## config.mk

```make
export PLATFORM = sky130hd
export DESIGN_NAME = circular_deque
export DESIGN_NICKNAME = d
export VERILOG_FILES = /design/src/design/cdq_pkg.sv /design/src/design/circular_deque.sv /design/src/design/cdq_cell.sv
export SDC_FILE = /design/constraint.sdc
export NUM_CORES = 1
export LEC_CHECK = 0
export ABC_AREA = 1
export ABC_CLOCK_PERIOD_IN_PS = 3850
export BUFFER_PORTS_ARGS = -buffer_cell sky130_fd_sc_hd__buf_2
export CORE_ASPECT_RATIO = 0.8
export CORE_MARGIN = 8
export CORE_UTILIZATION = 55
export CTS_CLUSTER_SIZE = 24
export DETAILED_ROUTE_END_ITERATION = 10
export PLACE_DENSITY_LB_ADDON = 0.3
export SLEW_MARGIN = 20
export SYNTH_ARGS = -nofsm -noshare
export SYNTH_HDL_FRONTEND = slang
export SYNTH_SLANG_ARGS = --single-unit
export TNS_END_PERCENT = 30
```

## constraint.sdc

```tcl
create_clock -name clk -period 3.85 [get_ports clk]
set_input_delay 0.77 -clock clk [delete_from_list [all_inputs] [get_ports clk]]
set_output_delay 0.77 -clock clk [all_outputs]
set_load 0.02 [all_outputs]
```

## src/design/cdq_pkg.sv

```systemverilog
`timescale 1ns / 1ps

package cdq_pkg;

  localparam int DEPTH_DEF = 16;
  localparam int DATA_W    = 8;
  localparam int OCC_W     = 4;

  typedef enum logic [1:0] {
    OP_PUSH_FRONT = 2'd0,
    OP_PUSH_REAR  = 2'd1,
    OP_POP_FRONT  = 2'd2,
    OP_POP_REAR   = 2'd3
  } op_t;

  typedef enum logic [1:0] {
    ST_DONE  = 2'd0,
    ST_FULL  = 2'd1,
    ST_EMPTY = 2'd2
  } status_t;

  typedef enum logic [2:0] {
    CMD_HOLD,
    CMD_SHIFT_IN,
    CMD_SHIFT_OUT,
    CMD_APPEND,
    CMD_TRIM
  } cmd_kind_t;

  typedef struct packed {
    cmd_kind_t         kind;
    logic [DATA_W-1:0] value;
  } cell_cmd_t;

  typedef enum logic {
    S_IDLE,
    S_BUSY
  } state_t;

endpackage

```

## src/design/circular_deque.sv

```systemverilog
`timescale 1ns / 1ps

// Double-ended queue of bytes holding up to DEPTH-1 words.
// The input channel (in_valid, in_ready, op, value) takes one operation per
// word: push front, push rear, pop front or pop rear. The output channel
// (out_valid, out_ready, popped, status, front_item, rear_item, is_empty,
// is_full, occupancy) returns one result word per input word, in order.
// The words sit in a row of cells with the front word in the first cell;
// pushes and pops at the front shift the whole row, rear operations change
// only the cell at the end of the filled part.
// The rear word reaches the first cell through a registered ripple of one
// cell per cycle, so a result is loaded only once a busy counter, set to N,
// the number of words held after the operation, has run down to zero. A new
// input is taken in the cycle after the result is loaded.
// A result waits in the output register while out_ready is low; the next
// input may be taken meanwhile, and its result is held back until the
// output register is free.
// Reset empties the deque and drops any pending result.
module circular_deque #(
  parameter int DEPTH = cdq_pkg::DEPTH_DEF
) (
  input  logic                       clk,
  input  logic                       rst,
  input  logic                       in_valid,
  output logic                       in_ready,
  input  logic [1:0]                 op,
  input  logic [cdq_pkg::DATA_W-1:0] value,
  output logic                       out_valid,
  input  logic                       out_ready,
  output logic [cdq_pkg::DATA_W-1:0] popped,
  output logic [1:0]                 status,
  output logic [cdq_pkg::DATA_W-1:0] front_item,
  output logic [cdq_pkg::DATA_W-1:0] rear_item,
  output logic                       is_empty,
  output logic                       is_full,
  output logic [cdq_pkg::OCC_W-1:0]  occupancy
);
  import cdq_pkg::*;

  localparam int NC = DEPTH - 1;
  localparam int CW = $clog2(DEPTH);

  logic [DATA_W-1:0] cell_data  [NC];
  logic              cell_valid [NC];
  logic [DATA_W-1:0] cell_rr    [NC];

  cell_cmd_t         cmd;
  cmd_kind_t         kind;
  status_t           st;
  logic [DATA_W-1:0] pop_val;
  logic [CW-1:0]     count, count_next;
  logic [CW-1:0]     cnt, cnt_next;
  state_t            state, state_next;
  logic              accept, deliver, full, empty;
  status_t           pend_status;
  logic [DATA_W-1:0] pend_popped;

  assign accept = in_valid && in_ready;
  assign full   = (count == CW'(NC));
  assign empty  = (count == '0);

  always_comb begin
    kind       = CMD_HOLD;
    st         = ST_DONE;
    pop_val    = '0;
    count_next = count;
    case (op_t'(op))
      OP_PUSH_FRONT: begin
        if (full) begin
          st = ST_FULL;
        end else begin
          kind       = CMD_SHIFT_IN;
          count_next = count + CW'(1);
        end
      end
      OP_PUSH_REAR: begin
        if (full) begin
          st = ST_FULL;
        end else begin
          kind       = CMD_APPEND;
          count_next = count + CW'(1);
        end
      end
      OP_POP_FRONT: begin
        if (empty) begin
          st = ST_EMPTY;
        end else begin
          kind       = CMD_SHIFT_OUT;
          pop_val    = cell_data[0];
          count_next = count - CW'(1);
        end
      end
      OP_POP_REAR: begin
        if (empty) begin
          st = ST_EMPTY;
        end else begin
          kind       = CMD_TRIM;
          pop_val    = cell_rr[0];
          count_next = count - CW'(1);
        end
      end
      default: ;
    endcase
  end

  assign cmd.kind  = accept ? kind : CMD_HOLD;
  assign cmd.value = value;

  for (genvar i = 0; i < NC; i++) begin : g_cell
    logic [DATA_W-1:0] l_data, r_data, r_rr;
    logic              l_valid, r_valid;

    if (i == 0) begin : g_first
      assign l_data  = value;
      assign l_valid = 1'b1;
    end else begin : g_mid
      assign l_data  = cell_data[i-1];
      assign l_valid = cell_valid[i-1];
    end

    if (i == NC - 1) begin : g_last
      assign r_data  = '0;
      assign r_valid = 1'b0;
      assign r_rr    = '0;
    end else begin : g_inner
      assign r_data  = cell_data[i+1];
      assign r_valid = cell_valid[i+1];
      assign r_rr    = cell_rr[i+1];
    end

    cdq_cell u_cell (
      .clk         (clk),
      .rst         (rst),
      .cmd         (cmd),
      .left_data   (l_data),
      .left_valid  (l_valid),
      .right_data  (r_data),
      .right_valid (r_valid),
      .right_rr    (r_rr),
      .data        (cell_data[i]),
      .valid       (cell_valid[i]),
      .rr          (cell_rr[i])
    );
  end

  always_comb begin
    state_next = state;
    cnt_next   = cnt;
    deliver    = 1'b0;
    case (state)
      S_IDLE: begin
        if (accept) begin
          state_next = S_BUSY;
          cnt_next   = count_next;
        end
      end
      S_BUSY: begin
        if (cnt != '0) begin
          cnt_next = cnt - CW'(1);
        end else if (!out_valid || out_ready) begin
          deliver    = 1'b1;
          state_next = S_IDLE;
        end
      end
      default: state_next = S_IDLE;
    endcase
  end

  assign in_ready = (state == S_IDLE);

  always_ff @(posedge clk) begin
    if (rst) begin
      state     <= S_IDLE;
      cnt       <= '0;
      count     <= '0;
      out_valid <= 1'b0;
    end else begin
      state <= state_next;
      cnt   <= cnt_next;
      if (accept) count <= count_next;
      if (deliver) begin
        out_valid <= 1'b1;
      end else if (out_ready) begin
        out_valid <= 1'b0;
      end
    end
  end

  always_ff @(posedge clk) begin
    if (accept) begin
      pend_status <= st;
      pend_popped <= pop_val;
    end
    if (deliver) begin
      popped     <= pend_popped;
      status     <= pend_status;
      front_item <= empty ? '0 : cell_data[0];
      rear_item  <= empty ? '0 : cell_rr[0];
      is_empty   <= empty;
      is_full    <= full;
      occupancy  <= OCC_W'(count);
    end
  end

endmodule

```

## src/design/cdq_cell.sv

```systemverilog
`timescale 1ns / 1ps

module cdq_cell (
  input  logic                      clk,
  input  logic                      rst,
  input  cdq_pkg::cell_cmd_t        cmd,
  input  logic [cdq_pkg::DATA_W-1:0] left_data,
  input  logic                      left_valid,
  input  logic [cdq_pkg::DATA_W-1:0] right_data,
  input  logic                      right_valid,
  input  logic [cdq_pkg::DATA_W-1:0] right_rr,
  output logic [cdq_pkg::DATA_W-1:0] data,
  output logic                      valid,
  output logic [cdq_pkg::DATA_W-1:0] rr
);
  import cdq_pkg::*;

  always_ff @(posedge clk) begin
    if (rst) begin
      valid <= 1'b0;
    end else begin
      case (cmd.kind)
        CMD_SHIFT_IN:  valid <= left_valid;
        CMD_SHIFT_OUT: valid <= right_valid;
        CMD_APPEND: begin
          if (!valid && left_valid) valid <= 1'b1;
        end
        CMD_TRIM: begin
          if (valid && !right_valid) valid <= 1'b0;
        end
        default: ;
      endcase
    end
  end

  always_ff @(posedge clk) begin
    case (cmd.kind)
      CMD_SHIFT_IN:  data <= left_data;
      CMD_SHIFT_OUT: data <= right_data;
      CMD_APPEND: begin
        if (!valid && left_valid) data <= cmd.value;
      end
      default: ;
    endcase
  end

  // The rear item ripples toward the front one cell per cycle.
  always_ff @(posedge clk) begin
    rr <= right_valid ? right_rr : data;
  end

endmodule

```

# Word-level counts from Yosys, hierarchy flattened
# Cells that the tools add are included.
[totals]
inputBits = 14
ff_bits = 307
out_inout_bits = 34
wordCells = 289
[op_classes]
bitwise_logic = 1
reduce_logical = 74
eq_ne = 39
n_addsub = 3
mux = 114
[ops]
columns = ["operator", "count"]
rows = [
  ["case mux 8 bit (3 select lines)", 15],
  ["2-to-1 mux 8 bit", 31],
  ["inequality test 2 x 1 -> 1 bit, second input constant", 30],
  ["case mux 1 bit (4 select lines)", 13],
  ["AND reduction 3 bit", 13],
  ["2-to-1 mux 1 bit", 38],
  ["AND reduction 2 bit", 18],
  ["2-to-1 mux 4 bit", 4],
  ["case mux 4 bit (2 select lines)", 2],
  ["case mux 8 bit (2 select lines)", 1],
  ["logical AND 1 bit", 15],
  ["logical NOT 1 bit", 15],
  ["case mux 3 bit (4 select lines)", 1],
  ["nonzero test 3 bit", 3],
  ["nonzero test 4 bit", 2],
  ["OR reduction 2 bit", 4],
  ["subtractor 4 x 1 -> 4 bit, second input constant", 2],
  ["equality test 3 x 2 -> 1 bit, second input constant", 2],
  ["2-to-1 mux 2 bit", 3],
  ["2-to-1 mux 3 bit", 2],
  ["case mux 1 bit (3 select lines)", 2],
  ["adder 4 x 1 -> 4 bit, second input constant", 1],
  ["equality test 2 bit, second input constant", 2],
  ["equality test 4 bit, second input constant", 1],
  ["11 further kinds", 11],
]

# Logic depth before layout (Yosys ltp)
[depth]
word_depth = 8
mapped_depth = 11
mapped_depth_nobuf = 11

# Cells and area by module
# From an unflattened synthesis, not the netlist that was laid out.
[hier_totals]
hier_cells = 1655
hier_area_um2 = 13754.4
[modules_own_cells]
columns = ["mod", "seq_area_each_um2", "instances", "area_per_inst_um2", "cells_per_inst"]
rows = [
  ["cdq_cell", 420.4, 15, 767.0, 96],
  ["circular_deque", 1461.4, 1, 2249.7, 215],
]

# Worst setup path before layout
# No wires, ideal clock.
[synth_timing]
kind = "register to register"
start = "register state"
end = "register front_item[0] (netlist bit), enable pin"
n_path_buf = 0
stages_incl_launch_ff = 5
required_ps = 3427
setup_ps = 423
slack_ps = 1161
t_arrival_ps = 2267
synth_period_minus_slack_ps = 2689
path_cell_list = "dfxtp_1 > inv_2 > nor2_1 > nand3_1 > nor2_1"
[synth_between]
elab_chain_len = 1
[synth_lines]
columns = ["element", "line", "source"]
rows = [
  ["from (decl)", "circular_deque.sv:53", "state_t state, state_next;"],
  ["from (signal assigned)", "circular_deque.sv:178", "state <= state_next;"],
  ["2-to-1 mux 1 bit", "circular_deque.sv:150", "case (state)"],
  ["via deliver", "circular_deque.sv:54", "logic accept, deliver, full, empty;"],
  ["to (signal assigned)", "circular_deque.sv:197", "front_item <= empty ? '0 : cell_data[0];"],
  ["to (decl)", "circular_deque.sv:32", "output logic [cdq_pkg::DATA_W-1:0] front_item,"],
]
# The timed path passes the listed nets, and every way through them passes these cells.
# A chain may end at the register's enable or synchronous reset.

# Worst setup path after layout
[layout_timing]
start = "register count[0]"
end = "register g_cell[0].u_cell.data[2] (netlist bit), enable pin"
[layout_between]
elab_chain_len = 7
word_cells_on_any_way = 14
classes_between = "eq/ne (5); mux (6); reduce/logical (3)"
[layout_lines]
columns = ["element", "line", "source"]
rows = [
  ["from (decl)", "circular_deque.sv:51", "logic [CW-1:0] count, count_next;"],
  ["from (signal assigned)", "circular_deque.sv:180", "if (accept) count <= count_next;"],
  ["equality test 4 bit or logical NOT 4 bit (tied branches)", "circular_deque.sv:59, circular_deque.sv:60", ""],
  ["2-to-1 mux 2 bit, or another cell as far along", "circular_deque.sv:77", "if (full) begin"],
  ["case mux 3 bit (4 select lines) *", "circular_deque.sv:67", "case (op_t'(op))"],
  ["2-to-1 mux 3 bit *", "circular_deque.sv:106", "assign cmd.kind = accept ? kind : CMD_HOLD;"],
  ["equality test 3 x 2 -> 1 bit or equality test 3 x 1 -> 1 bit (tied branches)", "cdq_cell.sv:37", "case (cmd.kind)"],
  ["inequality test 2 bit (no source line) or nonzero test 3 bit (tied branches)", "n/a", ""],
  ["AND reduction 2 bit (no source line) *", "n/a", ""],
  ["to (signal assigned)", "cdq_cell.sv:38", "CMD_SHIFT_IN: data <= left_data;"],
  ["to (signal assigned)", "cdq_cell.sv:39", "CMD_SHIFT_OUT: data <= right_data;"],
  ["to (signal assigned)", "cdq_cell.sv:41", "if (!valid && left_valid) data <= cmd.value;"],
  ["to (decl)", "cdq_cell.sv:12", "output logic [cdq_pkg::DATA_W-1:0] data,"],
]
# Mark *: on every way between the ends. The rest lies on a longest branch, timed or not.

==> results.md <==
- Final std cells w/o fill: 1681
- Max-slew violations: 0
- Max-cap violations: 0
- Crit. Startpoint: count[0]
- Post-synthesis cell type count: 33
- Worst Tran Pin Value: 0.8219 ns
- CP endpoint kind: flip-flop
- Yosys warns: 0
- CP most frequent cell: inv_1
- Detailed placement HPWL: 20110 um
- Post-synth top area share: 38.64%
- Worst clock skew: 0.01709 ns
- #FFs+latches synth: 307
- Gpl congestion: 0.8664
- Slew HR: 45.08%
- Commonest non-fill, non-tap cell in the layout: nand2_1
- CP max stage cell: nand2_1
- Post-cts resize count: 0
- Critical path data arrival time: 2.95 ns
- Fin. Hold Viols: 0
- Global route total overflow: 0
- Antenna violations before repair: 1
- Top_reg_cell synth: edfxtp_1
- Hold Path Depth: 0
- Share of layout cells above drive strength 1: 10.04%
- Post-Place Cells: 1628
- Register Area: 0.007767 sq mm
- Gate Count Post-Synth: 1340
- EDFF count, synth: 162
- CP required: 4.07 ns
- Syn_area_per_cell: 9.395 sq um
- RSZ-0062 raised after global routing: no
- Post-synth ARST share: 0%
- Clock Latency Late Sink: 0.54 ns
- Row count: 49
- CP peak stage delay: 0.53 ns
- Worst setup margin: 1.119 ns
- Crit path capture: g_cell[0].u_cell.data[2]
- Top cells by area in the synthesized netlist: edfxtp_1 (39%), dfxtp_1 (23%), nand2_1 (12%)
- First-pass GRT wire length: 47920 um
- Core area: 0.02250 sq mm
- Mapped cell area: 0.01259 sq mm
- Nets: 1371
- GRT Total Usage: 21.47%
- Period utilisation layout: 70.93%
- I/O Buffers: 47
- DR vias: 9423
- Final setup TNS: 0 ns
- Worst r2r dst: g_cell[0].u_cell.data[2]
- Starting Density: 55.95%
- CTS Sinks: 307
- Worst r2r src: count[0]
- CP Cell Sequence: inv_1, ha_1, nand2_2, buf_4, nand3_4, nand2_1, o21ai_0, inv_1
- Multi-input logic area: 0.003830 sq mm
- DRC viols: 0
- Cts bufs inserted: 29
- Antenna-violating nets left: 0
- Die X-Extent: 185.2 um
- CTS clk-pin slew, worst paths: 0.06 ns
- Fmax: 0.3662 GHz
- Pin count of the biggest net entering global routing: 71
- Setup crit start kind: flip-flop
- Vias in the first global route: 9046
- Die area: 0.02802 sq mm
- Hold Crit Class: flip-flop to flip-flop
- Critical path depth: 8
- First-pass iteration count of the detailed router: 8
- P_leak: 0.005922 uW
- Starting DRT DRC Count: 970
- I/O pin cnt: 48
- Layout fillers: 1870
- Via density: 5.606
- Max VDD drop: 362.2 uV
- Most frequent cells in the layout: nand2_1 (401), edfxtp_1 (162), inv_1 (159), dfxtp_1 (145), o21ai_0 (107)
- Final setup vio count: 0
- Top delay family on crit path: simple AND/OR/NAND/NOR gates
- ANT cells: 0
- Clk root buf: clkbuf_16
- Critical path buffers and inverters: 3
- Post-Syn Nets: 1358
- Overall power: 8042 uW
- Die H: 151.3 um
- Hold_buf cts: 0
- Sequential element share of the synthesized area: 61.70%
- Place WS: 0.9979 ns
- Pwr per Cell Area: 575.6 mW/mm^2
- Maximum clock insertion buffer count: 3
- Final min period: 2.731 ns
- H-tree Lvls: 1
- Layout area overhead: 10.97%
- Kind of critical path: flip-flop to flip-flop
- CTS tree: done
- Post-CTS Setup Bufs: 0
- Outcome: finished, final reports clean
- Reg2Reg Depth: 8
- Routed WL per cell: 17.55 um
- R2R setup slack: 1.12 ns
- Drt total wl: 29500 um
- Leading area contributor after synthesis: edfxtp_1
- Maximum fanout along the worst path: 34
layer usage:
| metal | wire length [um] | track usage (%) | vias to the layer above |
|---|---|---|---|
| met2 | 13430 | 34.50 | 432 |
| met3 | 2674 | 4.387 | 54 |
| met5 | 10 | 0 | - |
| met4 | 600 | 6.190 | 2 |
| met1 | 12790 | 29.19 | 4448 |
| li1 | - | - | 4487 |
sequential cells by signal, indices dropped and copies added (netlist names):
name and cells:
cnt 4, count 4, front_item 8, g_cell.u_cell.data 120, g_cell.u_cell.rr 120, g_cell.u_cell.valid 15
is_empty 1, is_full 1, occupancy 4, out_valid 1, pend_popped 8, pend_status 2
popped 8, rear_item 8, state 1, status 2
synthesized netlist by cell type (3+ instances only):
master / n
clkbuf_1: 43
nand3_2: 8
o211ai_1: 54
edfxtp_1: 162
buf_4: 4
buf_2: 27
buf_1: 3
nand2_1: 401
nor2_4: 3
inv_2: 8
a22o_1: 8
nand4_1: 29
o221ai_1: 23
ha_1: 4
inv_1: 159
dfxtp_1: 145
nand3_1: 42
o21ai_0: 107
a21oi_1: 10
nor2_1: 62
nor2_2: 3
a22oi_1: 20
worst register-to-register path: stages, from the launching register on:
cell and delay [ns]:
dfxtp_1 0.46, inv_1 0.14, ha_1 0.26, nand2_2 0.08, buf_4 0.33, nand3_4 0.15
nand2_1 0.53, o21ai_0 0.19, inv_1 0.27
kinds of logic after synthesis:
group	synth area share, %
simple gates	18.41
buf+inv	7.901
fa+ha+maj	0.3976
flops	61.70
xor+xnor	0.1392
compound gates	11.46
through the flow:
| stage | hold slack, ns | cell area, sq um | util (%) |
|---|---|---|---|
| after detailed placement | 0.3618 | 12980 | 57.69 |
| after global placement | 0.3596 | 12980 | 57.69 |
| after CTS | 0.3760 | 13970 | 62.09 |
| after floorplan | 0.3484 | 12590 | - |
| final | 0.3739 | 13970 | 62.09 |
| after global routing | 0.3887 | 13970 | 62.09 |
power breakdown:
part | internal [uW] | total (uW) | switching, uW
sequential | 3900 | 4120 | 222
combinational | 300 | 964 | 664
clock | 1740 | 2960 | 1220
total | 5940 | 8040 | 2100
how the worst min path moves through the flow:
stage                               to  slack [ns]                      start
2_1_floorplan  g_cell[14].u_cell.rr[0]        0.35  g_cell[14].u_cell.data[0]
3_3_place_gp   g_cell[14].u_cell.rr[7]        0.36  g_cell[14].u_cell.data[7]
3_5_place_dp   g_cell[14].u_cell.rr[2]        0.36  g_cell[14].u_cell.data[2]
4_1_cts        g_cell[14].u_cell.rr[2]        0.38  g_cell[14].u_cell.data[2]
5_1_grt        g_cell[14].u_cell.rr[2]        0.39  g_cell[14].u_cell.data[2]
6_report       g_cell[14].u_cell.rr[6]        0.37  g_cell[14].u_cell.data[6]
area by class of cell:
cell class,count,share of cell area [%]
tap,306,2.740
multi-input combinational,785,27.41
clock inverter,20,1.720
sequential,307,55.60
inverter,169,4.541
clock buffer,33,5.373
timing repair buffer,61,2.615
Note: power is estimated with default switching activity, not from simulation.
